===== config.mk =====
export PLATFORM = sky130hd
export DESIGN_NAME = rrsb_row_update
export DESIGN_NICKNAME = d
export VERILOG_FILES = /design/src/rtl/core/rrsb_pkg.sv /design/src/rtl/core/rrsb_row_update.sv
export SDC_FILE = /design/constraint.sdc
export NUM_CORES = 1
export LEC_CHECK = 0
export BUFFER_PORTS_ARGS = -buffer_cell sky130_fd_sc_hd__buf_2
export CORE_MARGIN = 2
export CORE_UTILIZATION = 30
export DETAILED_ROUTE_END_ITERATION = 7
export SYNTH_ARGS = -nofsm -noshare
export SYNTH_HDL_FRONTEND = slang
export SYNTH_SLANG_ARGS = --single-unit
export TNS_END_PERCENT = 30

===== constraint.sdc =====
create_clock -name vclk -period 6.2
set_input_delay 0.62 -clock vclk [all_inputs]
set_output_delay 0.62 -clock vclk [all_outputs]
set_load 0.05 [all_outputs]

===== src/rtl/core/rrsb_pkg.sv =====
`timescale 1ns / 1ps

package rrsb_pkg;

    localparam int SET_IN_W     = 11;
    localparam int WAY_IN_W     = 4;
    localparam int ADDR_W       = 64;
    localparam int LINE_OFS     = 6;
    localparam int BLK_W        = ADDR_W - LINE_OFS;
    localparam int DEFAULT_SETS = 2048;
    localparam int DEFAULT_WAYS = 16;

    localparam logic       ACT_VICTIM = 1'b0;
    localparam logic       ACT_UPDATE = 1'b1;
    localparam logic [1:0] RRPV_DIST  = 2'd3;
    localparam logic [1:0] RRPV_NEAR  = 2'd0;
    localparam logic [1:0] RRPV_MID   = 2'd1;
    localparam logic [1:0] REUSE_SAT  = 2'd3;

    typedef struct packed {
        logic                    action;
        logic [SET_IN_W-1:0]     set_index;
        logic [WAY_IN_W-1:0]     way;
        logic                    hit;
        logic [ADDR_W-1:0]       address;
    } in_item_t;

    typedef struct packed {
        logic [WAY_IN_W-1:0]     victim_way;
        logic                    bypassed;
        logic                    set_streaming;
    } out_item_t;

    // way modulo a small way count by conditional subtraction
    function automatic logic [WAY_IN_W:0] way_wrap(logic [WAY_IN_W-1:0] w, int ways);
        logic [WAY_IN_W:0] r;
        int                step;
        r = (WAY_IN_W + 1)'(w);
        for (int k = WAY_IN_W - 1; k >= 0; k--)
        begin
            step = ways << k;
            if (step <= int'(r))
            begin
                r = r - (WAY_IN_W + 1)'(step);
            end
        end
        return r;
    endfunction

endpackage


===== src/rtl/core/rrsb_row_update.sv =====
`timescale 1ns / 1ps

// Row layout, LSB first: rrpv[WAYS], reuse[WAYS], newer block, last miss delta, stream flag.
// The stored delta is the previous miss's d1, which equals newer - older.
module rrsb_row_update #(
    parameter int WAYS   = rrsb_pkg::DEFAULT_WAYS,
    parameter int WIDX_W = $clog2(WAYS),
    parameter int ROW_W  = 4 * WAYS + 2 * rrsb_pkg::BLK_W + 1
) (
    input  logic [ROW_W-1:0]    row_in,
    input  rrsb_pkg::in_item_t  item,
    input  logic [WIDX_W-1:0]   way_sel,
    output logic [ROW_W-1:0]    row_out,
    output rrsb_pkg::out_item_t res
);

    localparam int BW      = rrsb_pkg::BLK_W;
    localparam int REUSE_O = 2 * WAYS;
    localparam int NEWER_O = 4 * WAYS;
    localparam int DELTA_O = NEWER_O + BW;
    localparam int FLAG_O  = DELTA_O + BW;
    localparam logic [BW-1:0] D_P1 = BW'(1);
    localparam logic [BW-1:0] D_P2 = BW'(2);
    localparam logic [BW-1:0] D_M1 = {BW{1'b1}};
    localparam logic [BW-1:0] D_M2 = {BW{1'b1}} - BW'(1);

    logic [1:0]        rrpv   [WAYS];
    logic [1:0]        reuse  [WAYS];
    logic [WAYS-1:0]   at3, at2up, nonzero, match, first;
    logic [1:0]        top, age;
    logic [WIDX_W-1:0] vidx;
    logic [WIDX_W+3:0] vidx_ext;
    logic [BW-1:0]     newer, last_delta, blk, d1;
    logic              flag, streaming;
    logic [1:0]        r_sel;

    always_comb
    begin
        for (int w = 0; w < WAYS; w++)
        begin
            rrpv[w]    = row_in[2*w +: 2];
            reuse[w]   = row_in[REUSE_O + 2*w +: 2];
            at3[w]     = rrpv[w] == rrsb_pkg::RRPV_DIST;
            at2up[w]   = rrpv[w][1];
            nonzero[w] = rrpv[w] != 2'd0;
        end
        newer      = row_in[NEWER_O +: BW];
        last_delta = row_in[DELTA_O +: BW];
        flag       = row_in[FLAG_O];
        blk        = item.address[rrsb_pkg::LINE_OFS +: BW];

        // largest rrpv in the set; aging by 3 - top lifts the ways holding it to 3
        top = (|at3) ? 2'd3 : (|at2up) ? 2'd2 : (|nonzero) ? 2'd1 : 2'd0;
        age = rrsb_pkg::RRPV_DIST - top;
        for (int w = 0; w < WAYS; w++)
        begin
            match[w] = rrpv[w] == top;
        end
        first = match & (~match + WAYS'(1));
        vidx  = '0;
        for (int w = 0; w < WAYS; w++)
        begin
            if (first[w])
            begin
                vidx = vidx | WIDX_W'(w);
            end
        end
        vidx_ext = {4'd0, vidx};

        d1        = (newer != '0) ? (blk - newer) : '0;
        streaming = (d1 == last_delta)
                    && (d1 == D_P1 || d1 == D_P2 || d1 == D_M1 || d1 == D_M2);
        r_sel     = reuse[way_sel];

        row_out           = row_in;
        res.victim_way    = '0;
        res.bypassed      = 1'b0;
        res.set_streaming = flag;

        if (item.action == rrsb_pkg::ACT_VICTIM)
        begin
            for (int w = 0; w < WAYS; w++)
            begin
                row_out[2*w +: 2] = rrpv[w] + age;
            end
            res.victim_way = vidx_ext[3:0];
        end
        else if (item.hit)
        begin
            if (r_sel != rrsb_pkg::REUSE_SAT)
            begin
                row_out[REUSE_O + 2*way_sel +: 2] = r_sel + 2'd1;
            end
            row_out[2*way_sel +: 2] = rrsb_pkg::RRPV_NEAR;
        end
        else
        begin
            row_out[NEWER_O +: BW] = blk;
            row_out[DELTA_O +: BW] = d1;
            row_out[FLAG_O]        = streaming;
            res.set_streaming      = streaming;
            if (streaming)
            begin
                row_out[2*way_sel +: 2] = rrsb_pkg::RRPV_DIST;
                res.bypassed            = 1'b1;
            end
            else
            begin
                row_out[2*way_sel +: 2] = r_sel[1] ? rrsb_pkg::RRPV_NEAR :
                                          r_sel[0] ? rrsb_pkg::RRPV_MID : rrsb_pkg::RRPV_DIST;
                row_out[REUSE_O + 2*way_sel +: 2] = 2'd0;
            end
        end
    end

endmodule


==> flow_summary.toml <==
[cells_and_area]
nFillCells = 4670
instances_no_fill = 3672
nets = 3427
seqCellArea_um2 = 0
clockBufferCount = 0
drive_above_1_share = 0.381
fin_area_um2 = 21100
syn_to_final_growth_pct = 58.8
seq_cells = 0
multi_input_area_um2 = 13200

[global_route]
grt_pass1_vias = 20800
gr-total-overflow = 0
track_usage = 0.333
grt_max_degree = 97
antenna_found_initial = 4
grt_pass1_wl_um = 121000

[routing]
dr_total_vias = 21800
wl_per_cell_um = 22.4
drt-total-wl_um = 82400
detail_route.first_pass.iterations = 7
drc_errors = 0
first_iter_violations = 1967
antenna_left = 0
vias_per_cell = 5.94

[place]
gp_congestion = 1.03
numPortBuffers = 432
dp_cells = 3654
dp_hpwl_um = 68600
post_dp_cell_area_um2 = 19900
pre_cts_slack_ns = -0.617

[die]
io_pins = 453
initial_utilization = 0.302
rows = 77
die_x_um = 214
die_area_um2 = 46000
core_um2 = 43900
die_h_um = 214

[yosys]
syn_avg_cell_area_um2 = 5.94
yosys_warnings = 0
synth.top_cell.area_share = 0.106
synth_area_um2 = 13300
synth_area_leaders = "nand2_1 11%, o21ai_0 9.0%, ha_1 7.6%"
syn_inst = 2239
ys_seq_area_frac = 0
synth_cell_types = 88
synth_top_area_cell = "nand2_1"
synth_fp_nets = 2587
synth_common_cells = "376 x nand2_1, 238 x o21ai_0, 182 x nor2_1"
synth_most_common_cell = "nand2_1"

[sta]
rsz0062_at_grt = "true"
period_share = 1.00
drv_slew = 0
setup_ws_ns = -0.0234
hold_violations = 0
slew_headroom = 0.201
setup_violations = 2
whs_ns = 1.64
layout_min_cycle_time_ns = 6.22
tightest_slew_ns = 1.19
max_freq_ghz = 0.161

[setup_path]
endpoint = "row_out[3]"
worst-path-max-fanout = 6
required_ns = 5.58
crit_path_start = "row_in[117]"
worst_setup_path_start_kind = "primary input"
path_class = "primary input to output port"
end_kind = "output port"
critPathArrivalTime_ns = 5.60

[hold_path]
whs_path_depth = 4
hold_path_class = "primary input to output port"

[run_status]
status = "complete, but fails checks"
violations = "negative setup slack"

[pwr]
p_sw_mw = 1.71
clockPowerShare = 0
ir_drop_mv = 0.0804
power_frac_comb = 1.000
pwr-share-seq = 0
power_mw = 2.78
p_leak_nw = 9.54
swShare = 0.616
intPower_mw = 1.07
power.density_nw_per_um2 = 132

[flow_run]
drv_cap = 0

[cts]
ctsHoldBuffers = 0
## placed cells by master, fill, tap and decap left out, drive strengths merged, types with 63 or more instances in the layout
cell	n
nand4	73
nor4	69
buf	963
nor2	182
ha	81
inv	108
o21ai	251
nand2	376
a21oi	149
nor3	86
nand3	63
## per-stage QoR
step                TNS, ns  utilization
detailed placement   -29.71        0.454
finish              -0.0241        0.480
global route          -2.27        0.480
floorplan             -4.76            -
CTS                 -0.0211        0.463
global placement     -23.22        0.454
## worst max-delay path: stages
cell,delay (ns)
buf_2,0.10
buf_4,0.09
inv_1,0.04
ha_1,0.32
a21o_1,0.21
a21o_1,0.17
a221oi_1,0.39
o21ai_0,0.26
o31ai_4,0.36
mux2i_4,0.36
xor2_2,0.15
or4_1,0.52
nand4b_1,0.21
or4_4,0.45
a211oi_4,0.26
buf_12,0.17
buf_12,0.13
mux2_2,0.34
o221ai_2,0.23
buf_6,0.20
## area by class of cell
cell class | instances | area share
inverters | 109 | 0.0194
well taps | 592 | 0.0351
repair buffers | 972 | 0.318
multi-input cells | 1996 | 0.627
diodes | 3 | 0.000356
## worst min path at each step
stage / start / slack [ns] / endpoint
6_report: item[63] / 1.64 / row_out[121]
5_1_grt: row_in[177] / 1.66 / row_out[177]
4_1_cts: item[63] / 1.64 / row_out[121]
3_5_place_dp: item[63] / 1.64 / row_out[121]
3_3_place_gp: item[63] / 1.63 / row_out[121]
2_1_floorplan: row_in[33] / 1.52 / row_out[33]
## power by group through the flow
| stage | Sequential, mW | Combinational (mW) | Clock, mW |
|---|---|---|---|
| final | 0 | 2.78 | 0.0000000651 |
| after global routing | 0 | 2.94 | 0.0000000216 |
| after CTS | 0 | 2.65 | 0 |
| after detailed placement | 0 | 2.60 | 0 |
| after global placement | 0 | 2.58 | 0 |
| after floorplan | 0 | 1.40 | 0 |
## kinds of logic (layout without fill, tap and decap cells)
kind of cell / count (synthesis) / count (layout) / share of synthesized area
and+or+nand+nor: 1057 / 1057 / 0.394
AOI/OAI and AO/OA: 733 / 733 / 0.356
buffers and inverters: 243 / 1081 / 0.0714
adders and majority gates: 82 / 82 / 0.0778
muxes: 64 / 64 / 0.0602
xor gates and xnor gates: 60 / 60 / 0.0411
other: 0 / 3 / 0
## what timing repair did
action | 4_1_cts | 5_1_grt
gates resized for setup | 97 | 171
cloned | 0 | 1
pin swaps | 10 | 52
endpoints found under the setup margin | 68 | 69
buffers inserted | 4 | 11
## metal layers
layer  vias up  GRT usage  part of all wire  routed length, um
met4         2      0.157             0.058               4790
met3       256     0.0367             0.073               5980
met1     10300      0.407              0.40              33000
met2      1145      0.583              0.47              38700
met5         -          0           0.00012                 10
li1      10100          -                 -                  -
(Power assumes the default switching activity.)
