--- config.mk ---
export PLATFORM = sky130hd
export DESIGN_NAME = rrsb_set_map
export DESIGN_NICKNAME = d
export VERILOG_FILES = /design/src/rtl/core/rrsb_pkg.sv /design/src/rtl/core/rrsb_set_map.sv
export SDC_FILE = /design/constraint.sdc
export NUM_CORES = 1
export LEC_CHECK = 0
export BUFFER_PORTS_ARGS = -buffer_cell sky130_fd_sc_hd__buf_4
export CORE_AREA = 2 2 39 41
export CTS_CLUSTER_DIAMETER = 50
export DETAILED_ROUTE_END_ITERATION = 8
export DIE_AREA = 0 0 41 43
export PLACE_DENSITY = 0.63
export SETUP_SLACK_MARGIN = 0.05
export SLEW_MARGIN = 20
export SYNTH_ARGS = -nofsm -noshare
export SYNTH_HDL_FRONTEND = slang
export SYNTH_SLANG_ARGS = --single-unit
--- constraint.sdc ---
create_clock -name clk -period 1 [get_ports clk]
set_input_delay 0.2 -clock clk [delete_from_list [all_inputs] [get_ports clk]]
set_output_delay 0.2 -clock clk [all_outputs]
set_load 0.1 [all_outputs]
--- src/rtl/core/rrsb_pkg.sv ---
`timescale 1ns / 1ps

package rrsb_pkg;

    localparam int SET_IN_W     = 11;
    localparam int WAY_IN_W     = 4;
    localparam int ADDR_W       = 64;
    localparam int LINE_OFS     = 6;
    localparam int BLK_W        = ADDR_W - LINE_OFS;
    localparam int DEFAULT_SETS = 2048;
    localparam int DEFAULT_WAYS = 16;

    localparam logic       ACT_VICTIM = 1'b0;
    localparam logic       ACT_UPDATE = 1'b1;
    localparam logic [1:0] RRPV_DIST  = 2'd3;
    localparam logic [1:0] RRPV_NEAR  = 2'd0;
    localparam logic [1:0] RRPV_MID   = 2'd1;
    localparam logic [1:0] REUSE_SAT  = 2'd3;

    typedef struct packed {
        logic                    action;
        logic [SET_IN_W-1:0]     set_index;
        logic [WAY_IN_W-1:0]     way;
        logic                    hit;
        logic [ADDR_W-1:0]       address;
    } in_item_t;

    typedef struct packed {
        logic [WAY_IN_W-1:0]     victim_way;
        logic                    bypassed;
        logic                    set_streaming;
    } out_item_t;

    // way modulo a small way count by conditional subtraction
    function automatic logic [WAY_IN_W:0] way_wrap(logic [WAY_IN_W-1:0] w, int ways);
        logic [WAY_IN_W:0] r;
        int                step;
        r = (WAY_IN_W + 1)'(w);
        for (int k = WAY_IN_W - 1; k >= 0; k--)
        begin
            step = ways << k;
            if (step <= int'(r))
            begin
                r = r - (WAY_IN_W + 1)'(step);
            end
        end
        return r;
    endfunction

endpackage

--- src/rtl/core/rrsb_set_map.sv ---
`timescale 1ns / 1ps

// set_index mod SETS by reciprocal multiply; quotient registered, remainder next cycle
module rrsb_set_map #(
    parameter int SETS   = rrsb_pkg::DEFAULT_SETS,
    parameter int SIDX_W = (SETS > 1) ? $clog2(SETS) : 1
) (
    input  logic                          clk,
    input  logic                          load,
    input  logic [rrsb_pkg::SET_IN_W-1:0] set_index,
    output logic [SIDX_W-1:0]             set_sel
);

    localparam int    N     = rrsb_pkg::SET_IN_W;
    localparam int    LG    = $clog2(SETS);
    localparam int    SH    = N + LG;
    localparam longint RECIP = ((64'sd1 <<< SH) + longint'(SETS) - 1) / longint'(SETS);
    localparam int    RCP_W = N + 2;
    localparam logic [RCP_W-1:0] RECIP_C = RCP_W'(RECIP);
    localparam logic [31:0]      SETS_C  = 32'(SETS);

    logic [N-1:0]         x_reg;
    logic [N-1:0]         q_reg;
    logic [N+RCP_W-1:0]   prod;
    logic [31:0]          back;
    logic [31:0]          rem;

    assign prod = (N + RCP_W)'(set_index) * (N + RCP_W)'(RECIP_C);

    always_ff @(posedge clk)
    begin
        if (load)
        begin
            x_reg <= set_index;
            q_reg <= N'(prod >> SH);
        end
    end

    assign back    = 32'(q_reg) * SETS_C;
    assign rem     = 32'(x_reg) - back;
    assign set_sel = rem[SIDX_W-1:0];

endmodule

==> results.md, run 1 <==
- Status: complete, but fails checks
- Failing checks: negative setup slack
- Worst path top cell family by delay: flip-flops
- Largest net degree at the start of global routing: 12
- # port buffers: 23
- CP endpoint: set_sel[5]
- # DRC: 0
- Num CTS Buffers: 3
- Post-CTS Setup Bufs: 0
- Min cycle time layout: ~1.1 ns
- Post-synth top area cell: edfxtp_1
- Hold Path Class: input pin to flip-flop
- DRT iter0 DRCs: 0
- CTS H-tree depth: 1
- Highest-count cells in the layout ignoring fill and taps: buf_4, buf_6, edfxtp_1
- Layout area overhead: 78.8%
- Layout Cells excl Fill: 54
- First-pass GRT wire length: about 1.1 mm
- Critical path class: flip-flop to primary output
- GRT Residual Overflow: 0
- Post-route setup slack: -0.0556 ns
- Drt pass-1 iters: 1
- Final Max Tran Viols: 0
- Least-Margin Pin Slew: roughly 0.2 ns
- Ant diodes: 0
- Vias per cell: 4.11
- Clock tree from TritonCTS: yes
- Worst Setup Start Kind: flip-flop
- # hold bufs at CTS: 0
- Synthesis warning total: 0
- Chip Width: between 40 and 50 um
- Sequential area share after synthesis: 1.00
- DP Cell Count: 50
- GPL Wtd Cong: around 0.57
- Cells along the critical path: buf_6
- Worst-path clk slew: approximately 0.060 ns
- VDD IR max: 783 uV
- Final #Nets: 52
- Top Ports: 24
- Required time of the critical path: roughly 0.80 ns
- Clk Tree Root Cell: clkbuf_4
- CP arrival: 0.86 ns
- Overall Power: about 1.2 mW
- Commonest non-fill, non-tap cell in the layout: buf_4
- Clock tree buffer depth: 2
- WP buf/inv: 1
- Final Hold Viols: 0
- Flip-flop and latch count after synthesis: 11
- Row cnt: 14
- Die Ht: 43 um
- RSZ-0062 raised after global routing: true
- Largest cells by area after synthesis: edfxtp_1
- Maxcap violations: 0
- Final setup violation count: 11
- Clock Sinks: 11
- Full die area: roughly 1800 um2
- Multi-input logic area: 0 um2
- Routed len/inst: approximately 14 um
- Share of cells above drive strength 1: 0.684
- Worst Setup SP: x_reg[5]
- Syn Std Cell Area: 330 um2
- Number of flip-flops under the largest register name: 11
- Vias in the first global route: approximately 260
- Total length of routed wires: about 730 um
- Worst path slowest cell: edfxtp_1
- Relative slew slack: 0.864
- Syn_nets: 24
- F_max: 947 MHz
- Multi-input gates: 0
- Vias: between 200 and 250
- Initial Util: 0.239
- Avg Cell Area, Syn: 30.0 um2
- LEAKAGE: 0.247 nW
- Tcrit/Tclk final: 1.06
- Peak per-stage delay on the critical path: just under 0.4 ns
- Area share of the largest cell type after synthesis: 1.00
- Post-synthesis cell type count: 1
- Core outline area: 1380 um2
- Power per Cell Area: ~2100 nW/um2
- GRT Total Usage: 0.103
- Critical path depth in cells: 1
- Initial antenna violation count: 0
- Final Cell Area: 591 um2
- Critical path capture point type: primary output
- DRT antenna net count: 0
- Post-synthesis cell count: 11
- Area after DPL: between 500 and 600 um2
- CP Max Fanout: 1
- Fillers: ~140
==> cell usage after synthesis <==
cell type / number
edfxtp_1: 11
==> metrics by stage <==
step | setup slack [ns] | setup TNS, ns | utilization | hold WS (ns)
global placement | 0.207 | 0 | 0.378 | 0.378
finish | -0.0556 | -0.450 | 0.427 | 0.113
CTS | -0.0668 | -0.618 | 0.427 | 0.103
detailed placement | 0.195 | 0 | 0.378 | 0.379
floorplan | -0.104 | -1.14 | - | 0.299
global route | -0.104 | -0.892 | 0.427 | 0.0976
==> layer usage <==
layer	up-vias	routed length (um)	GRT usage
met3	0	121	0.0733
met4	0	0	0.0600
li1	100	-	-
met5	-	0	0
met2	23	394	0.169
met1	99	216	0.0825
==> power by group <==
group          switching, mW  internal (mW)
registers             0.0163          0.549
clock network          0.133          0.154
logic                  0.285         0.0948
total                  0.434          0.797
==> worst min path at each step <==
stage             startpoint        end  cells after the start
2_1_floorplan   set_index[0]   x_reg[0]                      0
3_3_place_gp   set_index[10]  x_reg[10]                      1
3_5_place_dp   set_index[10]  x_reg[10]                      1
4_1_cts        set_index[10]  x_reg[10]                      1
5_1_grt         set_index[4]   x_reg[4]                      1
6_report       set_index[10]  x_reg[10]                      1
==> timing repair <==
item,CTS,global route
gates cloned,0,0
setup endpoints to repair,11,11
resized for setup,11,0
==> kinds of logic (layout without fill, tap and decap cells) <==
| kind of cell | Yosys count | count (layout) | share of synthesized area |
|---|---|---|---|
| buffers and inverters | 0 | 27 | 0 |
| flip-flops | 11 | 11 | 1.00 |
==> layout make-up <==
| cell class | count | area [um2] | area share |
|---|---|---|---|
| clock buffer | 4 | 26.3 | 0.0445 |
| tap | 16 | 20.0 | 0.0339 |
| sequential | 11 | 330 | 0.559 |
| timing repair buffer | 23 | 214 | 0.362 |
Note: power is estimated with default switching activity, not from simulation.
==> run 2: changes to the inputs <==
--- a/config.mk
+++ b/config.mk
@@ -10,7 +10,6 @@
 export CTS_CLUSTER_DIAMETER = 50
 export DETAILED_ROUTE_END_ITERATION = 8
 export DIE_AREA = 0 0 41 43
-export PLACE_DENSITY = 0.63
 export SETUP_SLACK_MARGIN = 0.05
 export SLEW_MARGIN = 20
 export SYNTH_ARGS = -nofsm -noshare
==> results.md, run 2 (same netlist as run 1, synthesis figures left out) <==
- Status: complete, but fails checks
- Failing checks: negative setup slack
- Post-CTS Setup Bufs: 0 (unchanged)
- Layout Utilization: 0.427 (unchanged)
- # hold bufs at CTS: 0 (unchanged)
- Multi-input gates: 0 (unchanged)
- Commonest non-fill, non-tap cell in the layout: buf_4
- LEAKAGE: 0.247 nW (unchanged)
- Highest-count cells in the layout ignoring fill and taps: buf_4, buf_6, edfxtp_1
- GPL Wtd Cong: 0.558 (-2.3%)
- GRT Residual Overflow: 0 (unchanged)
- Largest net degree at the start of global routing: 12 (unchanged)
- Top Ports: 24 (unchanged)
- Routed len/inst: 10.6 um (-22%)
- F_max: 950 MHz (+0.30%)
- First-pass GRT wire length: 834 um (-24%)
- Ant diodes: 0 (unchanged)
- Die Ht: 43 um (unchanged)
- Tcrit/Tclk final: 1.05 (-0.00313)
- RSZ-0062 raised after global routing: true
- # port buffers: 23 (unchanged)
- Num CTS Buffers: 3 (unchanged)
- Relative slew slack: 0.865 (+0.00118)
- Peak per-stage delay on the critical path: 0.39 ns (about the same)
- HP Start: set_index[3]
- Worst hold stages: 1 (unchanged)
- Total length of routed wires: 571 um (-22%)
- Final Max Tran Viols: 0 (unchanged)
- Worst path top cell family by delay: flip-flops
- Hold Path Class: input pin to flip-flop
- # DRC: 0 (unchanged)
- Setup tns final: -0.408 ns (+0.0415 ns)
- Post-route setup slack: -0.0525 ns (+0.00313 ns)
- DRT antenna net count: 0 (unchanged)
- Hold path endpoint: x_reg[3]
- Maxcap violations: 0 (unchanged)
- Required time of the critical path: 0.80 ns (about the same)
- Vias per cell: 3.80 (-7.7%)
- Drt pass-1 iters: 1 (unchanged)
- DRT iter0 DRCs: 0 (unchanged)
- Clk Tree Root Cell: clkbuf_4
- Layout area overhead: 78.8% (unchanged)
- Place WS: 0.183 ns (-0.0124 ns)
- Number of flip-flops under the largest register name: 11 (unchanged)
- Vias: 205 (-7.7%)
- Final #Nets: 52 (unchanged)
- Power per Cell Area: 2080 nW/um2 (-0.12%)
- Overall Power: 1.23 mW (-0.12%)
- Initial Util: 0.239 (unchanged)
- Fillers: 131 (-3.0%)
- Core outline area: 1380 um2 (unchanged)
- Worst-path clk slew: 0.07 ns (about the same)
- Final setup violation count: 11 (unchanged)
- Cts repair resizes: 11 (unchanged)
- Worst Setup Start Kind: flip-flop
- Vias in the first global route: 224 (-14%)
- Min cycle time layout: 1.05 ns (-0.00313 ns)
- Worst path slowest cell: edfxtp_1
- Initial antenna violation count: 0 (unchanged)
- Full die area: 1760 um2 (unchanged)
- VDD IR max: 683 uV (-13%)
- Final Hold Viols: 0 (unchanged)
- Least-Margin Pin Slew: 0.203 ns (-0.00178 ns)
- Chip Width: 41 um (unchanged)
- CP arrival: 0.85 ns (about the same)
- Clock tree buffer depth: 2 (unchanged)
- Critical path class: flip-flop to primary output
- Multi-input logic area: 0 um2 (unchanged)
- Cells along the critical path: buf_6
- Clock tree from TritonCTS: yes
- Clock Sinks: 11 (unchanged)
- CP Max Fanout: 1 (unchanged)
- GRT Total Usage: 0.0768 (-0.0267)
- WP buf/inv: 1 (unchanged)
- Share of cells above drive strength 1: 0.684 (unchanged)
- CTS H-tree depth: 1 (unchanged)
- Row cnt: 14 (unchanged)
- Critical path capture point type: primary output
-- run 2: report_power, final --
group	internal, mW	switching (mW)
clock	0.154	0.135
sequential	0.548	0.0156
combinational	0.0947	0.283
total	0.797	0.433
-- run 2: worst max-delay path by stage --
stage                  end  cells past startpoint  startpoint
6_report       set_sel[10]                      1   x_reg[10]
5_1_grt         set_sel[2]                      1    x_reg[2]
4_1_cts        set_sel[10]                      1   x_reg[10]
3_5_place_dp   set_sel[10]                      1   x_reg[10]
3_3_place_gp    set_sel[0]                      1    x_reg[0]
2_1_floorplan   set_sel[0]                      0    x_reg[0]
-- run 2: area by class of cell --
type | count | area (um2) | area share
flip-flops and latches | 11 | 330 | 0.559
repair buffers | 23 | 214 | 0.362
clock buffers | 4 | 26.3 | 0.0445
well taps | 16 | 20.0 | 0.0339
-- run 2: metrics by stage --
| stage | hold WS, ns | instance area [um2] | instances |
|---|---|---|---|
| floorplan | 0.299 | 330 | 11 |
| global placement | 0.378 | 523 | 50 |
| detailed placement | 0.379 | 523 | 50 |
| CTS | 0.105 | 591 | 54 |
| global route | 0.0883 | 591 | 54 |
| finish | 0.114 | 591 | 54 |
-- run 2: layer usage --
metal | part of all wire | GRT usage | vias up
met5 | 0 | 0 | -
li1 | - | - | 97
met2 | 0.54 | 0.119 | 15
met3 | 0.13 | 0.0366 | 0
met4 | 0 | 0.0600 | 0
met1 | 0.33 | 0.0719 | 93
